## config.mk

```make
export PLATFORM = sky130hd
export DESIGN_NAME = wav_stream_to_mono_pcm
export DESIGN_NICKNAME = d
export VERILOG_FILES = /design/src/rtl/wsmp_pkg.sv /design/src/rtl/wav_stream_to_mono_pcm.sv /design/src/rtl/wsmp_parser.sv /design/src/rtl/wsmp_fifo.sv /design/src/rtl/wsmp_sampler.sv
export SDC_FILE = /design/constraint.sdc
export NUM_CORES = 1
export LEC_CHECK = 0
export ABC_AREA = 1
export ABC_CLOCK_PERIOD_IN_PS = 11700
export CORE_MARGIN = 5
export CORE_UTILIZATION = 60
export DETAILED_ROUTE_END_ITERATION = 12
export DONT_BUFFER_PORTS = 1
export HOLD_SLACK_MARGIN = 0.1
export PLACE_DENSITY_LB_ADDON = 0.3
export SETUP_SLACK_MARGIN = 0.15
export SYNTH_ARGS = -nofsm -noshare
export SYNTH_HDL_FRONTEND = slang
export SYNTH_SLANG_ARGS = --single-unit
```

## constraint.sdc

```tcl
create_clock -name clk -period 11.7 [get_ports clk]
set_input_delay 1.755 -clock clk [delete_from_list [all_inputs] [get_ports clk]]
set_output_delay 1.755 -clock clk [all_outputs]
set_load 0.02 [all_outputs]
```

## src/rtl/wsmp_pkg.sv

```systemverilog
// ----------------------------------------------------------------------------
// wsmp_pkg
// shared types and constants for the wav stream to mono pcm block
// ----------------------------------------------------------------------------
package wsmp_pkg;

  localparam logic [1:0] KIND_FORMAT = 2'd0;
  localparam logic [1:0] KIND_SAMPLE = 2'd1;
  localparam logic [1:0] KIND_EOS    = 2'd2;
  localparam logic [1:0] KIND_ERROR  = 2'd3;

  localparam logic [31:0] TAG_RIFF = 32'h52494646;
  localparam logic [31:0] TAG_WAVE = 32'h57415645;
  localparam logic [31:0] TAG_DATA = 32'h64617461;
  localparam logic [31:0] TAG_FMT  = 32'h666D7420;

  // classified word handed from the parser to the sample stage
  typedef enum logic [1:0] {
    OP_FORMAT = 2'd0,
    OP_DATA   = 2'd1,
    OP_EOS    = 2'd2,
    OP_ERROR  = 2'd3
  } op_t;

  typedef struct packed {
    op_t         op;
    logic [7:0]  data_byte;
    logic [15:0] format_type;
    logic [15:0] channel_count;
    logic [31:0] rate_hz;
    logic [31:0] byte_rate;
    logic [15:0] block_align;
    logic [15:0] sample_bits;
    logic [31:0] data_size;
  } cmd_t;

  typedef struct packed {
    logic [1:0]  result_kind;
    logic [15:0] sample_value;
    logic [15:0] format_type;
    logic [15:0] channel_count;
    logic [31:0] rate_hz;
    logic [31:0] byte_rate;
    logic [15:0] block_align;
    logic [15:0] sample_bits;
    logic [31:0] data_size;
    logic        last_in_packet;
    logic [10:0] packet_count;
  } res_t;

endpackage

```

## src/rtl/wav_stream_to_mono_pcm.sv

```systemverilog
// ----------------------------------------------------------------------------
// wav_stream_to_mono_pcm
// riff wave byte parser with 16-bit mono sample output framed into packets
// ----------------------------------------------------------------------------
// throughput: one byte word per cycle while the two-entry queue has room to take it
// path: a result word is registered in turn through the stages below
// (parser register, two-entry queue, output register)
// reset: synchronous active-low rst_n clears parser, queue and sample state
module wav_stream_to_mono_pcm #(
  parameter int FRAMES_PER_PACKET = 1024
) (
  input  logic         clk,
  input  logic         rst_n,
  input  logic         in_tvalid,
  output logic         in_tready,
  input  logic [7:0]   in_tdata,   // data_byte
  input  logic         in_tlast,   // end_of_stream
  output logic         out_tvalid,
  input  logic         out_tready,
  // sample_value, format_type, channel_count, rate_hz, byte_rate,
  // block_align, sample_bits, data_size, packet_count, zero fill
  output logic [191:0] out_tdata,
  output logic         out_tlast,  // last_in_packet
  output logic [1:0]   out_tuser   // result_kind
);
  import wsmp_pkg::*;

  cmd_t p_cmd, q_cmd;
  logic p_valid, p_ready, q_valid, q_ready;
  res_t res;

  wsmp_parser u_parser (
    .clk, .rst_n, .in_valid(in_tvalid), .in_ready(in_tready),
    .in_byte(in_tdata), .in_eos(in_tlast),
    .cmd_valid(p_valid), .cmd_ready(p_ready), .cmd(p_cmd)
  );

  wsmp_fifo u_fifo (
    .clk, .rst_n, .wr_valid(p_valid), .wr_ready(p_ready), .wr_data(p_cmd),
    .rd_valid(q_valid), .rd_ready(q_ready), .rd_data(q_cmd)
  );

  wsmp_sampler #(.FRAMES_PER_PACKET(FRAMES_PER_PACKET)) u_sampler (
    .clk, .rst_n, .cmd_valid(q_valid), .cmd_ready(q_ready), .cmd(q_cmd),
    .res_valid(out_tvalid), .res_ready(out_tready), .res
  );

  assign out_tdata = {5'd0, res.packet_count, res.data_size, res.sample_bits,
                      res.block_align, res.byte_rate, res.rate_hz,
                      res.channel_count, res.format_type, res.sample_value};
  assign out_tlast = res.last_in_packet;
  assign out_tuser = res.result_kind;

endmodule

```

## src/rtl/wsmp_parser.sv

```systemverilog
// ----------------------------------------------------------------------------
// wsmp_parser
// front part: walks the riff chunk structure and classifies each byte
// ----------------------------------------------------------------------------
module wsmp_parser (
  input  logic            clk,
  input  logic            rst_n,
  input  logic            in_valid,
  output logic            in_ready,
  input  logic [7:0]      in_byte,
  input  logic            in_eos,
  output logic            cmd_valid,
  input  logic            cmd_ready,
  output wsmp_pkg::cmd_t  cmd
);
  import wsmp_pkg::*;

  typedef enum logic [2:0] {
    PH_ID, PH_SIZE, PH_FORM, PH_FMT, PH_SKIP, PH_DATA, PH_HALT
  } phase_t;

  phase_t      phase_r, phase_nxt;
  logic [31:0] tag_r, tag_nxt;
  logic [31:0] cnt_r, cnt_nxt;
  logic [31:0] len_r, len_nxt;
  logic [63:0] ff0_r, ff0_nxt, ff1_r, ff1_nxt;
  logic        emit;
  cmd_t        cmd_nxt;
  logic [31:0] cnt_inc;
  logic [31:0] len_full;

  assign in_ready = cmd_ready;
  assign cnt_inc  = cnt_r + 32'd1;
  assign len_full = len_r | ({24'd0, in_byte} << {cnt_r[1:0], 3'b000});

  // next state of the chunk walker
  always_comb begin
    phase_nxt = phase_r;
    tag_nxt   = tag_r;
    cnt_nxt   = cnt_r;
    len_nxt   = len_r;
    ff0_nxt   = ff0_r;
    ff1_nxt   = ff1_r;
    emit      = 1'b0;
    cmd_nxt   = '0;
    cmd_nxt.op        = OP_DATA;
    cmd_nxt.data_byte = in_byte;
    if (in_eos) begin
      emit       = 1'b1;
      cmd_nxt.op = OP_EOS;
      phase_nxt  = PH_ID;
      tag_nxt    = '0;
      cnt_nxt    = '0;
      len_nxt    = '0;
      ff0_nxt    = '0;
      ff1_nxt    = '0;
    end else begin
      unique case (phase_r)
        PH_ID: begin
          tag_nxt = {tag_r[23:0], in_byte};
          cnt_nxt = cnt_inc;
          if (cnt_inc >= 32'd4) begin
            cnt_nxt   = '0;
            len_nxt   = '0;
            phase_nxt = PH_SIZE;
          end
        end
        PH_SIZE: begin
          len_nxt = len_full;
          cnt_nxt = cnt_inc;
          if (cnt_inc >= 32'd4) begin
            cnt_nxt = '0;
            tag_nxt = '0;
            priority if (tag_r == TAG_RIFF) begin
              phase_nxt = PH_FORM;
            end else if (tag_r == TAG_DATA) begin
              phase_nxt             = PH_DATA;
              emit                  = 1'b1;
              cmd_nxt.op            = OP_FORMAT;
              cmd_nxt.format_type   = ff0_r[15:0];
              cmd_nxt.channel_count = ff0_r[31:16];
              cmd_nxt.rate_hz       = ff0_r[63:32];
              cmd_nxt.byte_rate     = ff1_r[31:0];
              cmd_nxt.block_align   = ff1_r[47:32];
              cmd_nxt.sample_bits   = ff1_r[63:48];
              cmd_nxt.data_size     = len_full;
            end else if (tag_r == TAG_FMT) begin
              ff0_nxt   = '0;
              ff1_nxt   = '0;
              phase_nxt = PH_FMT;
            end else begin
              phase_nxt = (len_full == '0) ? PH_ID : PH_SKIP;
            end
          end
        end
        PH_FORM: begin
          tag_nxt = {tag_r[23:0], in_byte};
          cnt_nxt = cnt_inc;
          if (cnt_inc >= 32'd4) begin
            cnt_nxt = '0;
            tag_nxt = '0;
            if ({tag_r[23:0], in_byte} != TAG_WAVE) begin
              phase_nxt  = PH_HALT;
              emit       = 1'b1;
              cmd_nxt.op = OP_ERROR;
            end else begin
              phase_nxt = PH_ID;
            end
          end
        end
        PH_FMT: begin
          if (cnt_r < 32'd16) begin
            if (cnt_r[3]) ff1_nxt = ff1_r | ({56'd0, in_byte} << {cnt_r[2:0], 3'b000});
            else          ff0_nxt = ff0_r | ({56'd0, in_byte} << {cnt_r[2:0], 3'b000});
          end
          cnt_nxt = cnt_inc;
          if (cnt_inc >= 32'd16 && cnt_inc >= len_r) begin
            cnt_nxt   = '0;
            phase_nxt = PH_ID;
          end
        end
        PH_SKIP: begin
          cnt_nxt = cnt_inc;
          if (cnt_inc >= len_r) begin
            cnt_nxt   = '0;
            phase_nxt = PH_ID;
          end
        end
        PH_DATA: emit = 1'b1;
        PH_HALT: ;
        default: ;
      endcase
    end
  end

  // state and registered command word
  always_ff @(posedge clk) begin
    if (!rst_n) begin
      phase_r   <= PH_ID;
      tag_r     <= '0;
      cnt_r     <= '0;
      len_r     <= '0;
      ff0_r     <= '0;
      ff1_r     <= '0;
      cmd_valid <= 1'b0;
    end else begin
      cmd_valid <= (in_valid && in_ready) ? emit : (cmd_valid && !cmd_ready);
      if (in_valid && in_ready) begin
        phase_r   <= phase_nxt;
        tag_r     <= tag_nxt;
        cnt_r     <= cnt_nxt;
        len_r     <= len_nxt;
        ff0_r     <= ff0_nxt;
        ff1_r     <= ff1_nxt;
        cmd       <= cmd_nxt;
      end
    end
  end

endmodule

```

## src/rtl/wsmp_fifo.sv

```systemverilog
// ----------------------------------------------------------------------------
// wsmp_fifo
// two-entry queue between the parser and the sample stage
// ----------------------------------------------------------------------------
module wsmp_fifo (
  input  logic            clk,
  input  logic            rst_n,
  input  logic            wr_valid,
  output logic            wr_ready,
  input  wsmp_pkg::cmd_t  wr_data,
  output logic            rd_valid,
  input  logic            rd_ready,
  output wsmp_pkg::cmd_t  rd_data
);
  import wsmp_pkg::*;

  cmd_t       mem_r [2];
  logic       wp_r, rp_r;
  logic [1:0] cnt_r;
  logic       wr_en, rd_en;

  assign wr_ready = (cnt_r != 2'd2);
  assign rd_valid = (cnt_r != 2'd0);
  assign rd_data  = mem_r[rp_r];
  assign wr_en    = wr_valid && wr_ready;
  assign rd_en    = rd_valid && rd_ready;

  // storage
  always_ff @(posedge clk) begin
    if (wr_en) mem_r[wp_r] <= wr_data;
  end

  // pointers and fill
  always_ff @(posedge clk) begin
    if (!rst_n) begin
      wp_r  <= 1'b0;
      rp_r  <= 1'b0;
      cnt_r <= '0;
    end else begin
      if (wr_en) wp_r <= ~wp_r;
      if (rd_en) rp_r <= ~rp_r;
      cnt_r <= cnt_r + {1'b0, wr_en} - {1'b0, rd_en};
    end
  end

  a_no_overflow: assert property (@(posedge clk) disable iff (!rst_n)
    cnt_r == 2'd2 |-> !wr_en || rd_en) else $error("queue overflow");
  a_fill_track: assert property (@(posedge clk) disable iff (!rst_n)
    wr_en && !rd_en |=> cnt_r == $past(cnt_r) + 2'd1) else $error("fill count");
  a_no_underflow: assert property (@(posedge clk) disable iff (!rst_n)
    cnt_r == 2'd0 |-> !rd_en) else $error("queue underflow");

endmodule

```

## src/rtl/wsmp_sampler.sv

```systemverilog
// ----------------------------------------------------------------------------
// wsmp_sampler
// back part: forms mono samples, frames packets and drives the result word
// ----------------------------------------------------------------------------
module wsmp_sampler #(
  parameter int FRAMES_PER_PACKET = 1024
) (
  input  logic            clk,
  input  logic            rst_n,
  input  logic            cmd_valid,
  output logic            cmd_ready,
  input  wsmp_pkg::cmd_t  cmd,
  output logic            res_valid,
  input  logic            res_ready,
  output wsmp_pkg::res_t  res
);
  import wsmp_pkg::*;

  localparam int FW = $clog2(FRAMES_PER_PACKET + 1);

  logic [15:0]   bits_r, chans_r;
  logic          half_r, right_r;
  logic [7:0]    low_r;
  logic [15:0]   left_r;
  logic [FW-1:0] frames_r;
  logic          take;
  logic [15:0]   v;
  logic          have_v;
  logic [16:0]   sum;
  logic [16:0]   sum_adj;
  logic [15:0]   avg;
  logic [FW-1:0] frames_inc;
  logic          frames_wrap;
  res_t          res_nxt;
  logic          res_emit;

  assign cmd_ready   = !res_valid || res_ready;
  assign take        = cmd_valid && cmd_ready;
  assign frames_inc  = frames_r + FW'(1);
  assign frames_wrap = 32'(frames_inc) >= 32'(FRAMES_PER_PACKET);
  assign sum         = {left_r[15], left_r} + {v[15], v};
  // truncation toward zero: add one for negative odd sums, then halve
  assign sum_adj     = sum + {16'd0, sum[16] & sum[0]};
  assign avg         = sum_adj[16:1];

  always_comb begin
    if (bits_r == 16'd8) begin
      v      = {cmd.data_byte ^ 8'h80, 8'd0};
      have_v = 1'b1;
    end else begin
      v      = {cmd.data_byte, low_r};
      have_v = half_r;
    end
  end

  // result word for the command being taken
  always_comb begin
    res_nxt  = '0;
    res_emit = 1'b0;
    unique case (cmd.op)
      OP_FORMAT: begin
        res_emit              = 1'b1;
        res_nxt.result_kind   = KIND_FORMAT;
        res_nxt.format_type   = cmd.format_type;
        res_nxt.channel_count = cmd.channel_count;
        res_nxt.rate_hz       = cmd.rate_hz;
        res_nxt.byte_rate     = cmd.byte_rate;
        res_nxt.block_align   = cmd.block_align;
        res_nxt.sample_bits   = cmd.sample_bits;
        res_nxt.data_size     = cmd.data_size;
      end
      OP_DATA: begin
        if (have_v && !(chans_r == 16'd2 && !right_r)) begin
          res_emit               = 1'b1;
          res_nxt.result_kind    = KIND_SAMPLE;
          res_nxt.sample_value   = (chans_r == 16'd2) ? avg : v;
          res_nxt.last_in_packet = frames_wrap;
        end
      end
      OP_EOS: begin
        res_emit             = 1'b1;
        res_nxt.result_kind  = KIND_EOS;
        res_nxt.packet_count = 11'(frames_r);
      end
      OP_ERROR: begin
        res_emit            = 1'b1;
        res_nxt.result_kind = KIND_ERROR;
      end
      default: ;
    endcase
  end

  always_ff @(posedge clk) begin
    if (!rst_n) begin
      bits_r    <= '0;
      chans_r   <= '0;
      half_r    <= 1'b0;
      right_r   <= 1'b0;
      low_r     <= '0;
      left_r    <= '0;
      frames_r  <= '0;
      res_valid <= 1'b0;
    end else begin
      res_valid <= take ? res_emit : (res_valid && !res_ready);
      if (take) begin
        res <= res_nxt;
        unique case (cmd.op)
          OP_FORMAT: begin
            bits_r  <= cmd.sample_bits;
            chans_r <= cmd.channel_count;
            half_r  <= 1'b0;
            right_r <= 1'b0;
            low_r   <= '0;
          end
          OP_DATA: begin
            if (bits_r != 16'd8) begin
              half_r <= ~half_r;
              if (!half_r) low_r <= cmd.data_byte;
            end
            if (have_v) begin
              if (chans_r == 16'd2 && !right_r) begin
                left_r  <= v;
                right_r <= 1'b1;
              end else begin
                right_r  <= 1'b0;
                frames_r <= frames_wrap ? '0 : frames_inc;
              end
            end
          end
          OP_EOS: begin
            bits_r   <= '0;
            chans_r  <= '0;
            half_r   <= 1'b0;
            right_r  <= 1'b0;
            low_r    <= '0;
            left_r   <= '0;
            frames_r <= '0;
          end
          OP_ERROR: ;
          default: ;
        endcase
      end
    end
  end

  a_hold: assert property (@(posedge clk) disable iff (!rst_n)
    res_valid && !res_ready |=> res_valid && $stable(res)) else $error("result dropped");
  a_frames: assert property (@(posedge clk) disable iff (!rst_n)
    32'(frames_r) < 32'(FRAMES_PER_PACKET)) else $error("frame count range");
  a_last: assert property (@(posedge clk) disable iff (!rst_n)
    res_valid && res.last_in_packet |-> res.result_kind == KIND_SAMPLE)
    else $error("last outside sample");

endmodule

```

==> results.env <==
RUN_STATUS='finished clean'
LAYOUT-AREA-OVERHEAD-VS-SYNTH_PCT=9.53
PEAKVDDDROP_mV=0.153
CPMOSTUSEDCELL='sky130_fd_sc_hd__nand2_1'
DRT_DRC_VIOLATIONS_LEFT=0
YOSYS_WARN_COUNT=0
POST_CTS_SETUP_BUFFERS=0
FINAL_CORE_UTILIZATION_PCT=66.1
YS_SEQ_ELEMENTS=1003
LAYOUT-DRIVE-GT1-SHARE_PCT=8.33
CTS-ROOT-TO-SINK-BUFFERS=3
SETUP.WORST_PATH.END_CLASS='flip-flop'
WORST-SLEW-PIN-TRANSITION_NS=1.15
SYNTH_AREA_UM2=41200
CRITICAL_PATH.REG2REG.ENDPOINT='u_sampler.res[187]$_SDFFCE_PN0P_'
CELLLEAKAGEPOWER_nW=16.3
HOLD-PATH-ENDPOINT='u_fifo.mem_r[1][98]$_DFFE_PP_'
CRITPATHSLOWESTCELL='sky130_fd_sc_hd__fa_1'
NUM-NETS-FINAL=3950
TIMING.FINAL.HOLD_VIOLATIONS=0
LEADING_CELL_TYPE_IN_THE_LAYOUT_FILL_AND_TAPS_EXCLUDED='sky130_fd_sc_hd__nor2_1'
SYNTH-SEQ-AREA-SHARE_PCT=65.7
TOTAL_AREA_OF_MULTI_INPUT_COMBINATIONAL_CELLS_UM2=11800
INSERTEDDIODECOUNT=0
WORST_EP_ARRIVAL_TIME_NS=5.29
VIA_COUNT=27600
MET3ROUTEDLENGTH_UM=6070
PORT_BUFFERS=0
CLK_TRANSITION_REPORTED_PATHS_NS=0.06
SEQCELLAREA_UM2=27100
GLOBAL_ROUTE_WIRE_LENGTH_BEFORE_REPAIR_UM=152000
FIRST_GLOBAL_VIAS=26200
FILLERINSTANCES=5126
NUM_ROWS=96
TRITONCTS='yes'
FP.DIEW_UM=272
MAXSLEWVIOLCOUNT=0
RSZ_0062_RAISED_AFTER_GLOBAL_ROUTING='false'
INITIALDRTVIOLATIONCOUNT=3015
VIASPERCELL=5.71
TIMING.FINAL.SETUP_VIOLATIONS=0
WIRE_LENGTH_REPORTED_BY_THE_DETAILED_ROUTER_UM=98800
CTS_NUM_SINKS=1003
R2R_CELLS=29
ANTENNA_FOUND_INITIAL=0
SLEW_HEADROOM_PCT=23.0
SYNTH_INSTANCES=3935
CLK_ROOT_BUFFER_CELL='sky130_fd_sc_hd__clkbuf_16'
WORSTSKEWPAIRLATENCY_NS=0.68
FLOORPLAN.DIE.HEIGHT_UM=272
HOLD_CLASS='flip-flop to flip-flop'
CORE-AREA_UM2=68300
POST_DRT_WL_PER_CELL_UM=20.4
POSTSYNTHAREAPERCELL_UM2=10.5
TIMING.HOLD.WORST.START='u_parser.cmd[98]$_SDFFCE_PP0P_'
MAX-CAP-VIOLATIONS=0
GRT_START_MAX_NET_PINS=172
ROUTE.ANTENNA.REMAINING_NETS=0
DR_WL_MET2_UM=47500
GR-TOTAL-OVERFLOW=0
REG2REG_FROM='u_sampler.bits_r[1]$_SDFFE_PN0P_'
SYNTHARSTFLOPSHARE_PCT=0
REG2REG_SLACK_NS=6.78
FIN_SETUP_TNS_NS=0
GLOBALPLACE.CONGESTION=0.976
WHS_PATH_DEPTH=0
YS_TYPES=46
PERIOD_SHARE_PCT=42.1
MET1_LENGTH_UM=42400
YS.FLOP_TYPE='sky130_fd_sc_hd__edfxtp_1'
DETAILED_PLACE_HPWL_UM=65600
HTREE_LEVELS=3
TIMING.CRITICAL_PATH.FANOUT_MAX=11
CRITPATHREQUIREDTIME_NS=12.07
BOUNDARY_PIN_COUNT=210
GRT_USE_TOTAL_PCT=26.0
FP.DIEAREA_UM2=74100
MAXCLOCKFREQUENCY_MHz=203
CTS-RESIZED-GATES=0
CRIT_PATH_MAX_INCR_DELAY_NS=0.40
CRIT_PATH_START_KIND='flip-flop'
SYNTH-EDFF-COUNT=700
FIN_WORST_SKEW_NS=0.0366
PATH_CLASS='flip-flop to flip-flop'
DETAILEDROUTE.FIRSTPASSITERATIONCOUNT=6
CTSHOLDBUFFERS=0
DR.MAX_LAYER_USED='met4'
POWER.DENSITY_CELL_AREA_nW_PER_UM2=218
START_UTIL_PCT=60.3
CTS_MADE_BUFFERS=97
PERIOD_NEEDED_NS=4.92
MOST-COMMON-LAYOUT-CELLS='sky130_fd_sc_hd__nor2_1, sky130_fd_sc_hd__edfxtp_1, sky130_fd_sc_hd__inv_1'
-- per-stage QoR --
step | worst slack (ns) | total power, mW | hold WS [ns] | cell area, um2 | cells
floorplan | 0.857 | 6.16 | 0.421 | 41300 | 3939
global placement | 6.89 | 6.66 | 0.422 | 41800 | 4659
detailed placement | 6.85 | 6.69 | 0.430 | 41800 | 4659
CTS | 6.82 | 9.90 | 0.411 | 45200 | 4842
global route | 6.34 | 10.3 | 0.428 | 45200 | 4842
finish | 6.78 | 9.85 | 0.426 | 45200 | 4842
-- sequential cells by signal, indices dropped and copies added (netlist names), 32 cells and up, named ones only --
signal	count
u_fifo.mem_r	340
u_parser.cmd	170
u_parser.cnt_r	32
u_parser.ff0_r	64
u_parser.ff1_r	64
u_parser.len_r	32
u_parser.tag_r	32
u_sampler.res	190
-- worst max-delay path: cells and delay by family (launching register included) --
kind	cells	cell delay, ns
adders and majority gates	3	0.77
and+or+nand+nor	21	2.96
AOI/OAI and AO/OA	1	0.06
buffers and inverters	4	0.48
DFF	1	0.34
-- cell usage after synthesis, types with 39 or more instances --
master                     number  area share (%)
sky130_fd_sc_hd__a21oi_1      198             2.4
sky130_fd_sc_hd__a21oi_2       95             2.0
sky130_fd_sc_hd__buf_2         39            0.47
sky130_fd_sc_hd__clkbuf_1     126             1.1
sky130_fd_sc_hd__dfxtp_1      303              15
sky130_fd_sc_hd__edfxtp_1     700              51
sky130_fd_sc_hd__ha_1          60             1.8
sky130_fd_sc_hd__inv_1        412             3.7
sky130_fd_sc_hd__nand2_1      407             3.7
sky130_fd_sc_hd__nand3_1      263             3.2
sky130_fd_sc_hd__nand4_1       59            0.89
sky130_fd_sc_hd__nor2_1       731             6.7
sky130_fd_sc_hd__nor3_1        41            0.50
sky130_fd_sc_hd__o21ai_0      254             3.1
-- final cells by class --
cell class,instances,share of cell area [%]
Clock buffer,132,5.83
Clock inverter,51,1.58
Inverter,420,3.50
Multi-Input combinational cell,2318,26.1
Sequential cell,1003,60.0
Tap cell,882,2.44
Timing Repair Buffer,36,0.626
-- worst max-delay path by stage --
stage,start,to,cells after the start
after floorplan,out_tready,u_sampler.res[0]$_SDFFCE_PP0P_,4
after global placement,u_sampler.bits_r[14]$_SDFFE_PN0P_,u_sampler.res[187]$_SDFFCE_PN0P_,29
after detailed placement,u_sampler.bits_r[13]$_SDFFE_PN0P_,u_sampler.res[187]$_SDFFCE_PN0P_,29
after CTS,u_sampler.bits_r[11]$_SDFFE_PN0P_,u_sampler.res[187]$_SDFFCE_PN0P_,29
after global routing,u_sampler.bits_r[9]$_SDFFE_PN0P_,u_sampler.res[187]$_SDFFCE_PN0P_,29
final,u_sampler.bits_r[1]$_SDFFE_PN0P_,u_sampler.res[187]$_SDFFCE_PN0P_,29
-- power breakdown --
part	leakage (nW)	total, mW	internal [mW]	switching [mW]
Combinational	5.69	1.89	0.479	1.41
Sequential	9.00	4.74	4.34	0.398
Clock	1.61	3.23	1.88	1.34
Total	16.3	9.85	6.70	3.15
-- cell families (layout without fill, tap and decap cells) --
logic type	count (synthesis)	after routing	synth area share, %
AOI/OAI and AO/OA	630	630	9.08
other	1	5	0.00909
muxes	32	32	0.777
buffers and inverters	618	639	6.06
DFF	1003	1003	65.7
xor gates and xnor gates	24	24	0.510
and+or+nand+nor	1566	1566	16.0
adders and majority gates	61	61	1.87
-- metal layers --
metal / vias up / GRT usage, %
met5: - / 0
met4: 0 / 8.22
met3: 159 / 3.63
met1: 13300 / 36.8
met2: 1006 / 42.4
li1: 13200 / -
No activity file was read; power rests on OpenSTA's default activity.
